## config.mk

```make
export PLATFORM = sky130hd
export DESIGN_NAME = goat_ctrl
export DESIGN_NICKNAME = d
export VERILOG_FILES = /design/src/hw/rtl/goat_pkg.sv /design/src/hw/rtl/goat_ctrl.sv
export SDC_FILE = /design/constraint.sdc
export NUM_CORES = 1
export LEC_CHECK = 0
export ABC_AREA = 0
export BUFFER_PORTS_ARGS = -buffer_cell sky130_fd_sc_hd__buf_4
export CAP_MARGIN = 40
export CORE_AREA = 2 2 39 41
export DETAILED_ROUTE_END_ITERATION = 8
export DIE_AREA = 0 0 41 43
export SETUP_SLACK_MARGIN = 0.4
export SKIP_CTS_REPAIR_TIMING = 1
export SKIP_LAST_GASP = 1
export SLEW_MARGIN = 40
export SYNTH_ARGS = -nofsm -noshare
export SYNTH_HDL_FRONTEND = slang
export SYNTH_SLANG_ARGS = --single-unit
```

## constraint.sdc

```tcl
create_clock -name clk -period 1.8 [get_ports clk]
set_clock_uncertainty 0.1 [all_clocks]
set_input_delay 0.18 -clock clk [delete_from_list [all_inputs] [get_ports clk]]
set_output_delay 0.18 -clock clk [all_outputs]
set_load 0.01 [all_outputs]
```

## src/hw/rtl/goat_pkg.sv

```systemverilog
// ============================================================================
// goat_pkg : shared types and constants of the object association table
// Field widths, result codes, controller states and the command/status
// structs that join the controller to the datapath.
// ============================================================================
package goat_pkg;

	localparam int CLASS_W    = 8;
	localparam int CONF_W     = 16;
	localparam int COORD_W    = 24;
	localparam int INST_W     = 10;
	localparam int SLOT_IDX_W = 6;
	localparam int GATE_W     = 32;
	localparam int GATE_SHIFT = 16;
	localparam int SQ_W       = 2 * COORD_W;
	localparam int DIST_W     = SQ_W + 2;

	localparam logic [GATE_W-1:0] GATE_RESET = 32'd5898;

	typedef enum logic [1:0] {
		STATUS_MERGED = 2'd0,
		STATUS_ADDED  = 2'd1,
		STATUS_FULL   = 2'd2
	} status_t;

	typedef enum logic [2:0] {
		ST_IDLE,
		ST_SCAN,
		ST_MERGE,
		ST_ADD,
		ST_FULL
	} state_t;

	typedef struct packed {
		logic [CLASS_W-1:0] cls;
		logic [INST_W-1:0]  inst;
		logic [CONF_W-1:0]  conf;
		logic [COORD_W-1:0] x;
		logic [COORD_W-1:0] y;
		logic [COORD_W-1:0] z;
	} slot_rec_t;

	typedef struct packed {
		logic scan_start;
		logic scan_rd;
		logic flush;
		logic ctr_rd;
		logic wr_merge;
		logic wr_add;
		logic load_full;
	} cmd_t;

	typedef struct packed {
		logic more;
		logic busy;
		logic hit;
		logic full;
		logic out_free;
	} sts_t;

endpackage

```

## src/hw/rtl/goat_ctrl.sv

```systemverilog
// ============================================================================
// goat_ctrl : association controller
// Sequences accept, slot scan, merge / add / drop and the result handoff.
// ============================================================================
module goat_ctrl (
	input  logic              clk,
	input  logic              arst_n,
	input  logic              in_valid,
	output logic              in_ready,
	input  goat_pkg::sts_t    sts,
	output goat_pkg::cmd_t    cmd
);

	goat_pkg::state_t state_q;
	goat_pkg::state_t state_d;

	always_ff @(posedge clk or negedge arst_n) begin
		if (!arst_n) begin
			state_q <= goat_pkg::ST_IDLE;
		end else begin
			state_q <= state_d;
		end
	end

	always_comb begin
		state_d = state_q;
		unique case (state_q)
			goat_pkg::ST_IDLE: begin
				if (in_valid) begin
					state_d = goat_pkg::ST_SCAN;
				end
			end
			goat_pkg::ST_SCAN: begin
				if (sts.hit) begin
					state_d = goat_pkg::ST_MERGE;
				end else if (!sts.more && !sts.busy) begin
					state_d = sts.full ? goat_pkg::ST_FULL : goat_pkg::ST_ADD;
				end
			end
			goat_pkg::ST_MERGE, goat_pkg::ST_ADD, goat_pkg::ST_FULL: begin
				if (sts.out_free) begin
					state_d = goat_pkg::ST_IDLE;
				end
			end
			default: state_d = goat_pkg::ST_IDLE;
		endcase
	end

	always_comb begin
		cmd      = '0;
		in_ready = 1'b0;
		unique case (state_q)
			goat_pkg::ST_IDLE: begin
				in_ready       = 1'b1;
				cmd.scan_start = in_valid;
			end
			goat_pkg::ST_SCAN: begin
				// stop issuing and drop in-flight slots on the first match
				cmd.scan_rd = sts.more && !sts.hit;
				cmd.flush   = sts.hit;
				cmd.ctr_rd  = !sts.hit && !sts.more && !sts.busy && !sts.full;
			end
			goat_pkg::ST_MERGE: cmd.wr_merge  = sts.out_free;
			goat_pkg::ST_ADD:   cmd.wr_add    = sts.out_free;
			goat_pkg::ST_FULL:  cmd.load_full = sts.out_free;
			default: begin
				cmd = '0;
			end
		endcase
	end

endmodule

```

==> results by group <==
Status
  • Result of the run: finished clean

Setup path
  • Register-to-register setup slack: 0.43 ns
  • Worst Reg2Reg Path Length in Cells: 3
  • Kind of start point of the critical path: flip-flop
  • Critical Path AT: 1.38 ns
  • Capturing element of the worst setup path: cmd[6]
  • Worst-path fanout max: 10
  • Endpoint kind of the worst setup timing path: primary output
  • Endpoint of the worst register-to-register path: state_q[0]$_DFFE_PN0P_
  • Launching element of the worst setup path: state_q[0]$_DFFE_PN0P_
  • Data required, critical path: 1.52 ns
  • Reg-to-reg startpoint: state_q[2]$_DFFE_PN0P_
  • Crit Path Class: reg -> out

Logic synthesis
  • Most instantiated library cell after synthesis: nor3b_1
  • Post-synth EDFFs: 0
  • Cells after synthesis: 27
  • Post-synthesis cell type with the largest combined area: dfrtp_1
  • Syn Area/Cell: 9.64 sq um
  • Cell types occupying the most area after synthesis: dfrtp_1 29%, nor3b_1 12%, or4b_1 7.7%, nor3_1 5.8%, nor4b_2 5.8%
  • Syn Nets: 35
  • Share of the synthesized area in the top cell type: 28.8%
  • Part of the Yosys area used for sequential elements: 28.8%
  • Ys Warns: 0
  • Async SR Flop Fraction: 100%
  • Distinct cell type count after synthesis: 17
  • Most used flip-flop cell after synthesis: dfrtp_1
  • Netlist Area Pre-Place: 260 sq um
  • Post-synth top cells: 4 x nor3b_1, 3 x dfrtp_1, 3 x nor3_1
  • Register bit total from synthesis: 3

Cells and area
  • Area used by multi-input combinational logic: 185 sq um
  • Post-route cell area: 489 sq um
  • Area overhead of the layout relative to synthesis: 88.0%
  • Post-Layout Cell Count: 64
  • Flip-flop count of the largest register, all copies and words added: 3
  • Filler Cells Inserted: 152
  • Share of cells above drive strength 1: 60.4%
  • N_diodes: 0
  • Most flops, register: state_q
  • Registers with the most flip-flops: state_q (3)
  • Total number of nets in the final design: 57
  • Utilization of the core after routing: 35.4%
  • Storage element area: 77.6 sq um

STA
  • WHS: 0.171 ns
  • Finish-stage setup viols: 0
  • Max Freq: 0.603 GHz
  • Slew Viols, Final: 0
  • Worst slew slack as a fraction of its limit: 71.0%
  • Number of hold violations in the final report: 0
  • Share of the cycle needed by the critical path after routing: 92.1%
  • Fin Setup TNS: 0 ns
  • Period minus WS final: 1.66 ns
  • Transition time at the pin with the least slew margin: 0.435 ns
  • Min setup slack post-route: 0.142 ns
  • Unrepaired setup endpoints after global routing: true

Clock network
  • Clock slew seen by the registers of the worst setup and hold paths: 0.04 ns
  • Count of H-tree levels built during CTS: 1
  • # clock sinks: 3
  • Worst-case clock buffer depth: 2
  • Clk Tree Root Cell: clkbuf_4
  • Clock latency at the later pin of the worst-skew pair: 0.23 ns
  • CTS tree: done
  • Clock buffer count from CTS: 3

Routing
  • Routed wire per std cell: 10.5 um
  • Number of optimization iterations in the first detailed-route pass: 3
  • Antenna viol nets, final: 0
  • Residual DRC: 0
  • Number of vias after detailed routing: 286
  • Number of violations reported at the end of detailed-routing iteration 0: 1
  • Sum of routed wire length over all layers: 674 um
  • Routed via count divided by cell count: 4.47

Hold path
  • Path class of the lowest-slack min-delay path: in -> async

Floorplanning
  • Initial core utilization: 18.8%
  • Core region area: 1380 sq um
  • Y dimension of the die: 43 um
  • Die X-Extent: 41 um
  • Number of top-level design ports: 16
  • FP Rows: 14
  • Area of the die: 1760 sq um

Power and ir drop
  • Cell leakage power: 0.239 nW
  • Max VDD drop: 0.603 mV
  • Total power after layout: 0.593 mW
  • Power Dens Cells: 1210 nW/um^2

Global routing
  • Overall routing resource usage: 9.27%
  • Vias in the first global route: 263
  • Global-route wire length before repair: 1090 um
  • Maximum number of pins on one net before global-route repair: 12
  • Number of antenna violations at the first check in global routing: 0
  • Leftover overflow at the end of global routing: 0

Placement
  • Instance area after placement: 384 sq um
  • Port buffer count: 15
  • Placed insts: 57
  • Gp weighted congestion: 0.721
  • Worst slack at placement: 0.307 ns
  • Placed wire-length estimate after detailed placement: 510 um

Flow run
  • Max-cap check violation count: 0
[routing by layer]
metal / part of all wire (%) / vias up / track usage, %
met5: 0 / - / 0
met1: 43 / 132 / 11.4
met4: 0 / 0 / 4.00
met2: 50 / 8 / 12.8
met3: 6.1 / 0 / 5.24
li1: - / 146 / -
[power breakdown]
part | internal (mW) | total [mW] | leakage, nW | switching [mW]
Combinational | 0.215 | 0.348 | 0.187 | 0.132
Clock | 0.0829 | 0.116 | 0.0150 | 0.0329
Sequential | 0.0945 | 0.129 | 0.0366 | 0.0348
Total | 0.393 | 0.593 | 0.239 | 0.200
[placed cells by master (no fill, tap or decap), drive strengths merged]
cell / Yosys / layout
or4b: 2 / 2
a32o: 1 / 1
inv: 2 / 2
dlygate4sd3: 0 / 1
nand2: 1 / 1
clkbuf: 0 / 4
a211o: 1 / 1
buf: 2 / 18
or4bb: 1 / 1
nor2: 1 / 1
o211ai: 1 / 1
nor3b: 4 / 4
and2: 2 / 2
nor3: 3 / 3
and3: 1 / 1
nor4b: 1 / 1
dfrtp: 3 / 3
and4bb: 1 / 1
[layout make-up]
class,instances,share of cell area (%)
well taps,16,4.09
clock buffers,4,5.37
inverters,2,1.53
flip-flops and latches,3,15.9
multi-input cells,20,37.9
repair buffers,19,35.3
[critical path, stage by stage (launching register included)]
cell and delay (ns):
dfrtp_2 0.45, or4b_1 0.52, inv_1 0.07, buf_4 0.11
[kinds of logic (layout without fill, tap and decap cells)]
| kind of cell | after synthesis | count (layout) | synth area share, % |
|---|---|---|---|
| and+or+nand+nor | 17 | 17 | 50.0 |
| buffers and inverters | 4 | 25 | 9.13 |
| AOI/OAI and AO/OA | 3 | 3 | 12.0 |
| DFF | 3 | 3 | 28.8 |
[worst min path at each step]
stage                start                endpoint  slack [ns]
floorplan           arst_n  state_q[0]$_DFFE_PN0P_       -0.22
global placement    arst_n  state_q[2]$_DFFE_PN0P_       -0.13
detailed placement  arst_n  state_q[2]$_DFFE_PN0P_       -0.13
CTS                 arst_n  state_q[2]$_DFFE_PN0P_       -0.38
global route        arst_n  state_q[2]$_DFFE_PN0P_        0.18
finish              arst_n  state_q[2]$_DFFE_PN0P_        0.17
(Power assumes the default switching activity.)
